--- config.mk ---
export PLATFORM = sky130hd
export DESIGN_NAME = pad_event_binding_table
export DESIGN_NICKNAME = d
export VERILOG_FILES = /design/src/rtl/pebt_pkg.sv /design/src/rtl/pad_event_binding_table.sv
export SDC_FILE = /design/constraint.sdc
export NUM_CORES = 2
export LEC_CHECK = 0
export ABC_AREA = 1
export BUFFER_PORTS_ARGS = -buffer_cell sky130_fd_sc_hd__buf_2
export CORE_MARGIN = 1.5
export CORE_UTILIZATION = 25
export DETAILED_ROUTE_END_ITERATION = 8
export GPL_TIMING_DRIVEN = 0
export PLACE_DENSITY = 0.41
export SLEW_MARGIN = 5
export SYNTH_ARGS = -nofsm -noshare
export SYNTH_HDL_FRONTEND = slang
export SYNTH_SLANG_ARGS = --single-unit
--- constraint.sdc ---
create_clock -name clk -period 8.2 [get_ports clk]
set_input_delay 1.64 -clock clk [delete_from_list [all_inputs] [get_ports clk]]
set_output_delay 1.64 -clock clk [all_outputs]
set_load 0.1 [all_outputs]
--- src/rtl/pebt_pkg.sv ---
// Types and codes shared by the pad event binding table.
`default_nettype none
package pebt_pkg;

  localparam logic [2:0] REQ_ADD    = 3'd0;
  localparam logic [2:0] REQ_DELETE = 3'd1;
  localparam logic [2:0] REQ_CLEAR  = 3'd2;
  localparam logic [2:0] REQ_LOOKUP = 3'd3;
  localparam logic [2:0] REQ_SEARCH = 3'd4;

  localparam logic [1:0] STAT_OK      = 2'd0;
  localparam logic [1:0] STAT_FULL    = 2'd1;
  localparam logic [1:0] STAT_BAD_IDX = 2'd2;

  typedef struct packed {
    logic [2:0]  req_type;
    logic [15:0] pad_code;
    logic [15:0] event_number;
    logic        single_event;
    logic [15:0] press_count;
    logic [5:0]  entry_index;
  } req_t;

  typedef struct packed {
    logic [1:0]  status;
    logic        found;
    logic [5:0]  found_index;
    logic [15:0] event_result;
    logic [6:0]  entry_count;
  } rsp_t;

  typedef struct packed {
    logic [15:0] pad;
    logic [15:0] evt;
    logic        single;
  } entry_t;

endpackage
`default_nettype wire

--- src/rtl/pad_event_binding_table.sv ---
// Pad event binding table: compacted entry memory with add, delete, clear, lookup and search.
// Add, clear, unused codes and a bad-index delete: result in the cycle after the beat, no busy.
// Delete: busy while the entries above the deleted one move down, one entry moved per cycle.
// Lookup and search: busy while scanning, one memory read per cycle, stops at first hit.
// done pulses for one cycle with the result, in the same cycle that busy falls; receiver cannot stall.
// Reset clears the entry count and control state; entry memory is not cleared.
`default_nettype none
module pad_event_binding_table #(
  parameter int TABLE_DEPTH = 64
) (
  input  wire            clk,
  input  wire            rst,
  input  wire            start,
  input  pebt_pkg::req_t req,
  output logic           busy,
  output logic           done,
  output pebt_pkg::rsp_t rsp
);

  localparam int AW   = $clog2(TABLE_DEPTH);
  localparam int CW   = $clog2(TABLE_DEPTH + 1);
  localparam int CMPW = (CW > 6) ? CW : 6;
  localparam logic [CW-1:0] DEPTH_C = CW'(TABLE_DEPTH);

  localparam logic [1:0] S_IDLE = 2'd0;
  localparam logic [1:0] S_DEL  = 2'd1;
  localparam logic [1:0] S_SCAN = 2'd2;

  pebt_pkg::entry_t mem [TABLE_DEPTH];
  pebt_pkg::entry_t rd_data;

  logic [1:0]    state, state_next;
  logic [CW-1:0] count, count_next;
  logic [CW-1:0] ptr, ptr_next;
  logic [CW-1:0] ptr_inc;
  logic          pend, pend_next;
  logic [AW-1:0] pend_addr, pend_addr_next;
  logic          chk, chk_next;
  logic [CW-1:0] chk_idx, chk_idx_next;
  pebt_pkg::req_t op, op_next;
  logic          done_next;
  pebt_pkg::rsp_t rsp_next;

  logic             mem_we;
  logic [AW-1:0]    mem_wa;
  pebt_pkg::entry_t mem_wd;
  logic [AW-1:0]    rd_addr;

  logic issue;
  logic hit;
  logic fits;

  assign busy    = (state != S_IDLE);
  assign ptr_inc = ptr + CW'(1);
  assign fits    = rd_data.single ? (op.press_count == 16'd1) : (op.press_count != 16'd0);
  assign hit     = chk && (rd_data.pad == op.pad_code) &&
                   ((op.req_type == pebt_pkg::REQ_SEARCH) || fits);

  always_comb begin
    state_next     = state;
    count_next     = count;
    ptr_next       = ptr;
    pend_next      = 1'b0;
    pend_addr_next = pend_addr;
    chk_next       = 1'b0;
    chk_idx_next   = chk_idx;
    op_next        = op;
    done_next      = 1'b0;
    rsp_next       = rsp;
    mem_we         = 1'b0;
    mem_wa         = AW'(count);
    mem_wd         = '{pad: req.pad_code, evt: req.event_number, single: req.single_event};
    rd_addr        = AW'(ptr);
    issue          = 1'b0;

    case (state)
      S_IDLE: begin
        if (start) begin
          op_next  = req;
          rsp_next = '0;
          case (req.req_type)
            pebt_pkg::REQ_ADD: begin
              done_next = 1'b1;
              if (count >= DEPTH_C) begin
                rsp_next.status = pebt_pkg::STAT_FULL;
              end else begin
                mem_we     = 1'b1;
                count_next = count + CW'(1);
              end
              rsp_next.entry_count = 7'(count_next);
            end
            pebt_pkg::REQ_DELETE: begin
              if (CMPW'(req.entry_index) >= CMPW'(count)) begin
                done_next            = 1'b1;
                rsp_next.status      = pebt_pkg::STAT_BAD_IDX;
                rsp_next.entry_count = 7'(count);
              end else begin
                ptr_next   = CW'(req.entry_index);
                state_next = S_DEL;
              end
            end
            pebt_pkg::REQ_CLEAR: begin
              done_next  = 1'b1;
              count_next = '0;
            end
            pebt_pkg::REQ_LOOKUP, pebt_pkg::REQ_SEARCH: begin
              ptr_next   = '0;
              state_next = S_SCAN;
            end
            default: begin
              done_next            = 1'b1;
              rsp_next.entry_count = 7'(count);
            end
          endcase
        end
      end

      S_DEL: begin
        // read entry above, write it one slot down in the next cycle
        issue   = (ptr_inc < count);
        rd_addr = AW'(ptr_inc);
        if (pend) begin
          mem_we = 1'b1;
          mem_wa = pend_addr;
          mem_wd = rd_data;
        end
        if (issue) begin
          pend_next      = 1'b1;
          pend_addr_next = AW'(ptr);
          ptr_next       = ptr_inc;
        end else begin
          count_next           = count - CW'(1);
          done_next            = 1'b1;
          rsp_next.entry_count = 7'(count_next);
          state_next           = S_IDLE;
        end
      end

      S_SCAN: begin
        issue   = (ptr < count);
        rd_addr = AW'(ptr);
        if (issue) begin
          chk_next     = 1'b1;
          chk_idx_next = ptr;
          ptr_next     = ptr_inc;
        end
        if (hit) begin
          done_next            = 1'b1;
          rsp_next.found       = 1'b1;
          rsp_next.entry_count = 7'(count);
          if (op.req_type == pebt_pkg::REQ_SEARCH) begin
            rsp_next.found_index = 6'(chk_idx);
          end else begin
            rsp_next.event_result = rd_data.evt;
          end
          state_next = S_IDLE;
        end else if (!issue && !chk) begin
          done_next            = 1'b1;
          rsp_next.entry_count = 7'(count);
          state_next           = S_IDLE;
        end
      end

      default: begin
        state_next = S_IDLE;
      end
    endcase
  end

  always_ff @(posedge clk) begin
    if (mem_we) begin
      mem[mem_wa] <= mem_wd;
    end
    rd_data <= mem[rd_addr];
  end

  always_ff @(posedge clk) begin
    if (rst) begin
      state <= S_IDLE;
      count <= '0;
      pend  <= 1'b0;
      chk   <= 1'b0;
      done  <= 1'b0;
    end else begin
      state <= state_next;
      count <= count_next;
      pend  <= pend_next;
      chk   <= chk_next;
      done  <= done_next;
    end
  end

  always_ff @(posedge clk) begin
    ptr       <= ptr_next;
    pend_addr <= pend_addr_next;
    chk_idx   <= chk_idx_next;
    op        <= op_next;
    rsp       <= rsp_next;
  end

endmodule
`default_nettype wire
==> Word-level counts from Yosys, hierarchy flattened <==
Memories as Yosys holds them, arrays and structs flattened. A register that Yosys moved wholly into a read port is not among the register bits.
Index checks and enable logic that the tools add are counted.
{ "totals": {"latchBits": 0, "out_inout_bits": 34, "ramBits": 2112, "memories": 1, "rom_bits": 0, "register_bits": 98} }
{ "classes": {"reduce_logical": 27, "shifts": 0, "n_addsub": 3, "eq_ne": 20, "n_mux": 53, "order_cmp": 4, "n_mul": 0, "bitwise_logic": 2, "div": 0} }
{ "memory_table": {"columns": ["memory", "words", "width", "rd", "rd_clocked_by_memory_dff", "write_ports", "line", "text"], "rows": [
  ["mem", 64, 33, 1, 1, 1, "pad_event_binding_table.sv:29", "pebt_pkg::entry_t mem [TABLE_DEPTH];"]
]} }
{ "op_table": {"columns": ["cell", "count"], "rows": [
  ["7-bit 2-to-1 mux", 10],
  ["33-bit 2-to-1 mux", 2],
  ["7-bit case mux with 3 select lines", 3],
  ["23-bit case mux with 2 select lines", 1],
  ["7-bit case mux with 2 select lines", 3],
  ["30-bit 2-to-1 mux", 1],
  ["6-bit 2-to-1 mux", 4],
  ["23-bit 2-to-1 mux", 1],
  ["16-bit by 1-bit == test with 1-bit output (second input constant)", 1],
  ["16-bit == test", 1],
  ["16-bit 2-to-1 mux", 1],
  ["4-bit AND reduction", 4],
  ["16-bit nonzero test", 1],
  ["1-bit 2-to-1 mux", 15],
  ["7-bit by 1-bit adder with 7-bit output (second input constant)", 2],
  ["7-bit < comparator", 2],
  ["2-bit != test (second input constant)", 7],
  ["2-bit 2-to-1 mux", 6],
  ["2-bit case mux with 2 select lines", 2],
  ["6-bit by 7-bit greater-or-equal comparator with 1-bit output", 1],
  ["7-bit greater-or-equal comparator (second input constant)", 1],
  ["7-bit by 1-bit subtractor with 7-bit output (second input constant)", 1],
  ["3-bit by 2-bit == test with 1-bit output (second input constant)", 2],
  ["3-bit == test (second input constant)", 2],
  ["other kinds (22)", 35]
]} }

==> Depth between registers and ports, before layout <==
{ "depth": {"depth_word": 7, "ltp_mapped": 17, "mapped_depth_nobuf": 17} }

==> Worst setup path after synthesis <==
OpenSTA, ideal clock, no wires.
{ "synth_path": {"path_type": "input to register", "startpoint": "in req[55] (netlist bit)", "endpoint": "mem mem[0][0] (netlist bit), enable pin", "t_required_ps": 7777, "stages": 5, "setup_ps": 423, "arrival_time_ps": 4092, "slack_ps": 3684, "cell_sequence": "nor2_1 -> nand2_1 -> o31ai_2 -> nand4_1 -> nor2_1"} }
{ "synth_between": {"elab_chain_cells": 6} }
{ "synth_rtl": {"columns": ["element", "line", "text"], "rows": [
  ["from (decl)", "pad_event_binding_table.sv:14", "input pebt_pkg::req_t req,"],
  ["3-bit logical NOT", "pad_event_binding_table.sv:81", "case (req.req_type)"],
  ["1-bit 2-to-1 mux", "pad_event_binding_table.sv:81", null],
  ["1-bit 2-to-1 mux", "pad_event_binding_table.sv:78", "if (start) begin"],
  ["1-bit case mux with 2 select lines", "pad_event_binding_table.sv:76", "case (state)"],
  ["1-bit 2-to-1 mux", "pad_event_binding_table.sv:171", "if (mem_we) begin"],
  ["1-bit 2-to-1 mux (not written as such)", "pad_event_binding_table.sv:172", "mem[mem_wa] <= mem_wd;"],
  ["to (decl)", "pad_event_binding_table.sv:29", null]
]} }
No other way between the ends.

==> Final worst setup path <==
{ "layout_path": {"startpoint": "reg state[1]", "endpoint": "reg, netlist name rd_data[16]"} }
{ "layout_between": {"elab_chain_cells": 2} }
{ "layout_rtl": {"columns": ["element", "line", "text"], "rows": [
  ["from (decl)", "pad_event_binding_table.sv:32", "logic [1:0] state, state_next;"],
  ["from (signal assigned)", "pad_event_binding_table.sv:185", "state <= state_next;"],
  ["2-bit by 1-bit == test with 1-bit output", "pad_event_binding_table.sv:76", null],
  ["6-bit 2-to-1 mux", "pad_event_binding_table.sv:76", null]
]} }
No other way between the ends.
A chain may end at the register's enable or synchronous reset.

==> impl_metrics.tcl <==
set metrics [dict create \
    status "finished clean" \
    rows 221 \
    grt-ovfl-total 0 \
    r2r_setup_slack_ns 2.97 \
    grt_pass1_wl_um 541000 \
    start_util_pct 25.1 \
    pwr-share-seq_pct 26.6 \
    setup_viol 0 \
    grt_pass1_vias 60800 \
    ff2ff_path_depth 12 \
    cts_buffers 249 \
    routabilityCongestion 0.991 \
    num_io_pins 95 \
    ys_seq_area_share_pct 73.7 \
    cts_max_path_buffers 4 \
    fin_ws_ns 2.97 \
    synth-seq-cells 2243 \
    wl_per_cell_um 31.5 \
    leakagePower_nw 38.4 \
    power.switching_w 0.0250 \
    path_max_fanout 10 \
    drtAntennaViolNets 0 \
    crit_cells 12 \
    min_path_type "flip-flop to flip-flop" \
    clkTransAtPathRegs_ns 0.06 \
    period_minus_slack_ns 5.23 \
    synth_edf_count 2198 \
    slew_headroom_pct 2.92 \
    critPathRequiredTime_ns 8.90 \
    ys_types 37 \
    arrival_ns 5.92 \
    grt_usage_pct 21.8 \
    core_um2 362000 \
    holdWs_ns 0.490 \
    slowest_delay_ns 1.06 \
    syn_to_final_growth_pct 21.1 \
    crit_start "state[1]" \
    powerDensity_nw_per_um2 454 \
    synthArstFlopShare_pct 0 \
    cp_cell_sequence "inv_1 > ha_1 > o21ai_2 > clkbuf_1 > clkbuf_1 > nand3_1 > nand3_1 > nand2_1 > nand2_1 > nand3_1 > nand3_1 > nand2_1" \
    dp_cells 12500 \
    synthCells 7458 \
    fmax_ghz 0.191 \
    die_w_um 606 \
    avgViaCountPerCell 5.00 \
    nNetsFinal 8074 \
    finClkSkew_ns 0.0904 \
    grt_max_degree 65 \
    synth_ff_type "edfxtp_1" \
    crit_buf_inv 3 \
    cts_setup_buffers 0 \
    setup.worst_path.start_class "flip-flop" \
    r2r-end "rd_data[16]" \
    r2r_start "state[1]" \
    cp-end-kind "flip-flop" \
    finalHoldViolCount 0 \
    dr.pass1.iters 6 \
    routed_wl_um 409000 \
    root_buffer "clkbuf_16" \
    rsz0062_at_grt "false" \
    p_int_w 0.0249 \
    cp-endpoint "rd_data[16]" \
    syn_area_per_cell_um2 12.2 \
    post-route-drc-count 0 \
    finalCritPeriodShare_pct 63.7 \
    crit_slowest_cell "clkbuf_1" \
    ir_drop_v 0.000241 \
    path_class "flip-flop to flip-flop" \
    netSwitchingFraction_pct 50.2 \
    clk_latency_ns 0.95 \
    clkPwrFrac_pct 22.0 \
    antenna_found_initial 40 \
    cts_tree "done" \
    vias 65000 \
    dieArea_um2 367000 \
    finalMaxSlewViolations 0 \
    first_iter_violations 9153 \
    port_buffers 94 \
    hold_buffers 0 \
    cp_top_family "buffers and inverters" \
    crit_top_cell "nand3_1" \
    maxCapViolations 0 \
    die_h_um 606 \
    tightest_slew_ns 1.46 \
    cts_max_level 4 \
    synth_warnings 0 \
    hpwlAfterDp_um 294000 \
    syn_area_um2 90800 \
    final_cells 13000 \
    ctsResizeCount 0 \
    layout-drive-gt1-share_pct 11.7 \
    synth_fp_nets 7544 \
    pre_cts_ws_ns 2.44 \
    clock_sinks 2243 \
    combinationalPowerShare_pct 51.4 \
]
[power groups by stage]
stage / clock, W / sequential (W) / combinational [W]
floorplan: 0 / 0.0140 / 0.0121
global placement: 0 / 0.0136 / 0.0246
detailed placement: 0 / 0.0135 / 0.0249
CTS: 0.0111 / 0.0133 / 0.0250
global route: 0.0115 / 0.0133 / 0.0267
finish: 0.0110 / 0.0133 / 0.0257
[synth_stat cells, types with 2 or more instances]
master       n  area [um2]
a21oi_1     32         160
a22oi_1      2        15.0
a31oi_1      2        12.5
a32oi_1      2        17.5
buf_1       64         240
buf_2      125         626
buf_4       81         608
buf_6       14         158
clkbuf_1   193         724
clkinv_1     2        7.51
dfxtp_1     45         901
edfxtp_1  2198       66000
ha_1        25         313
inv_1      217         815
inv_2        5        18.8
mux2_2      22         248
nand2_1   1887        7080
nand3_1   1333        6670
nand4_1     12        75.1
nor2_1     309        1160
nor3_1       6        30.0
o211ai_1     2        15.0
o21a_1       2        15.0
o21ai_0    599        3000
o21ai_1     29         145
o21ai_2      3        26.3
o21bai_1   128         961
o22ai_1     99         619
or2_2        2        12.5
xnor2_1      5        43.8
xor2_1       7        61.3
[final cells by class]
type	instances	area, um2
Fill cell	36600	252000
Sequential cell	2243	66900
Multi-Input combinational cell	4514	21400
Clock buffer	306	6470
Tap cell	4794	6000
Timing Repair Buffer	279	4660
Buffer	477	2360
Clock inverter	144	1240
Inverter	224	841
Antenna cell	14	35.0
[stage by stage]
step	util [%]	setup TNS, ns	total power [W]	cell area, um2
floorplan	-	0	0.0261	90800
global placement	26.9	-3261.32	0.0382	97300
detailed placement	28.2	0	0.0385	102000
CTS	30.4	0	0.0494	110000
global route	30.4	0	0.0515	110000
finish	30.4	0	0.0499	110000
[cells in the final DEF (no fill, tap or decap), types with 7 or more instances in the layout]
cell | Yosys | final
a21oi_1 | 32 | 32
edfxtp_1 | 2198 | 2198
nor2_1 | 309 | 245
o21ai_4 | 0 | 11
nand4_1 | 12 | 12
inv_1 | 217 | 216
buf_12 | 0 | 117
buf_6 | 14 | 14
o21ai_0 | 599 | 588
clkbuf_16 | 0 | 249
o21bai_1 | 128 | 128
xor2_1 | 7 | 7
clkinv_2 | 0 | 52
ha_1 | 25 | 25
nor2_4 | 0 | 64
buf_16 | 0 | 67
mux2_4 | 0 | 22
nand3_1 | 1333 | 1333
diode_2 | 0 | 14
inv_6 | 0 | 7
nand2_1 | 1887 | 1887
clkinv_1 | 2 | 54
buf_4 | 81 | 82
buf_1 | 64 | 63
bufinv_16 | 0 | 19
dfxtp_1 | 45 | 45
o22ai_1 | 99 | 99
clkbuf_1 | 193 | 243
buf_2 | 125 | 220
o21ai_1 | 29 | 28
[cells by family after synthesis]
kind of cell / after synthesis / share of synthesized area [%]
AND/OR/NAND/NOR: 3551 / 16.6
flip-flops: 2243 / 73.7
AO/OA/AOI/OAI: 904 / 5.53
buffers and inverters: 701 / 3.52
adder cells (fa/ha/maj): 25 / 0.344
multiplexers: 22 / 0.273
XOR/XNOR: 12 / 0.116
[metal layers]
metal  track usage, %  routed length (um)  share of wire [%]
met5                0                   8             0.0020
met4             11.2               24700                6.0
met2             33.6              180000                 44
met3             3.29               32700                8.0
met1             29.6              171000                 42
[sequential cells by signal (all words and copies together) (netlist names)]
| register | flops |
|---|---|
| state | 2 |
| pend | 1 |
| rsp | 32 |
| rd_data | 33 |
| pend_addr | 6 |
| op | 35 |
| mem | 2112 |
| ptr | 7 |
| chk | 1 |
| done | 1 |
| count | 7 |
| chk_idx | 6 |
[worst reg2reg max path, cell delays in order (launching register included)]
cell and delay (ns):
dfxtp_1 0.38, inv_1 0.08, ha_1 0.26, o21ai_2 0.73, clkbuf_1 1.08, clkbuf_1 0.86
nand3_1 0.17, nand3_1 0.21, nand2_1 0.15, nand2_1 0.17, nand3_1 0.34, nand3_1 0.29
nand2_1 0.32
[worst min-delay path by stage]
stage	from	endpoint	slack (ns)	cells past startpoint
6_report	chk_idx[0]	rsp[23]	0.49	2
5_1_grt	state[1]	state[1]	0.54	2
2_1_floorplan	state[1]	state[1]	0.47	2
4_1_cts	chk_idx[0]	rsp[23]	0.49	2
3_5_place_dp	chk_idx[0]	rsp[23]	0.50	2
3_3_place_gp	state[1]	state[1]	0.49	2
No activity file was read; power rests on OpenSTA's default activity.
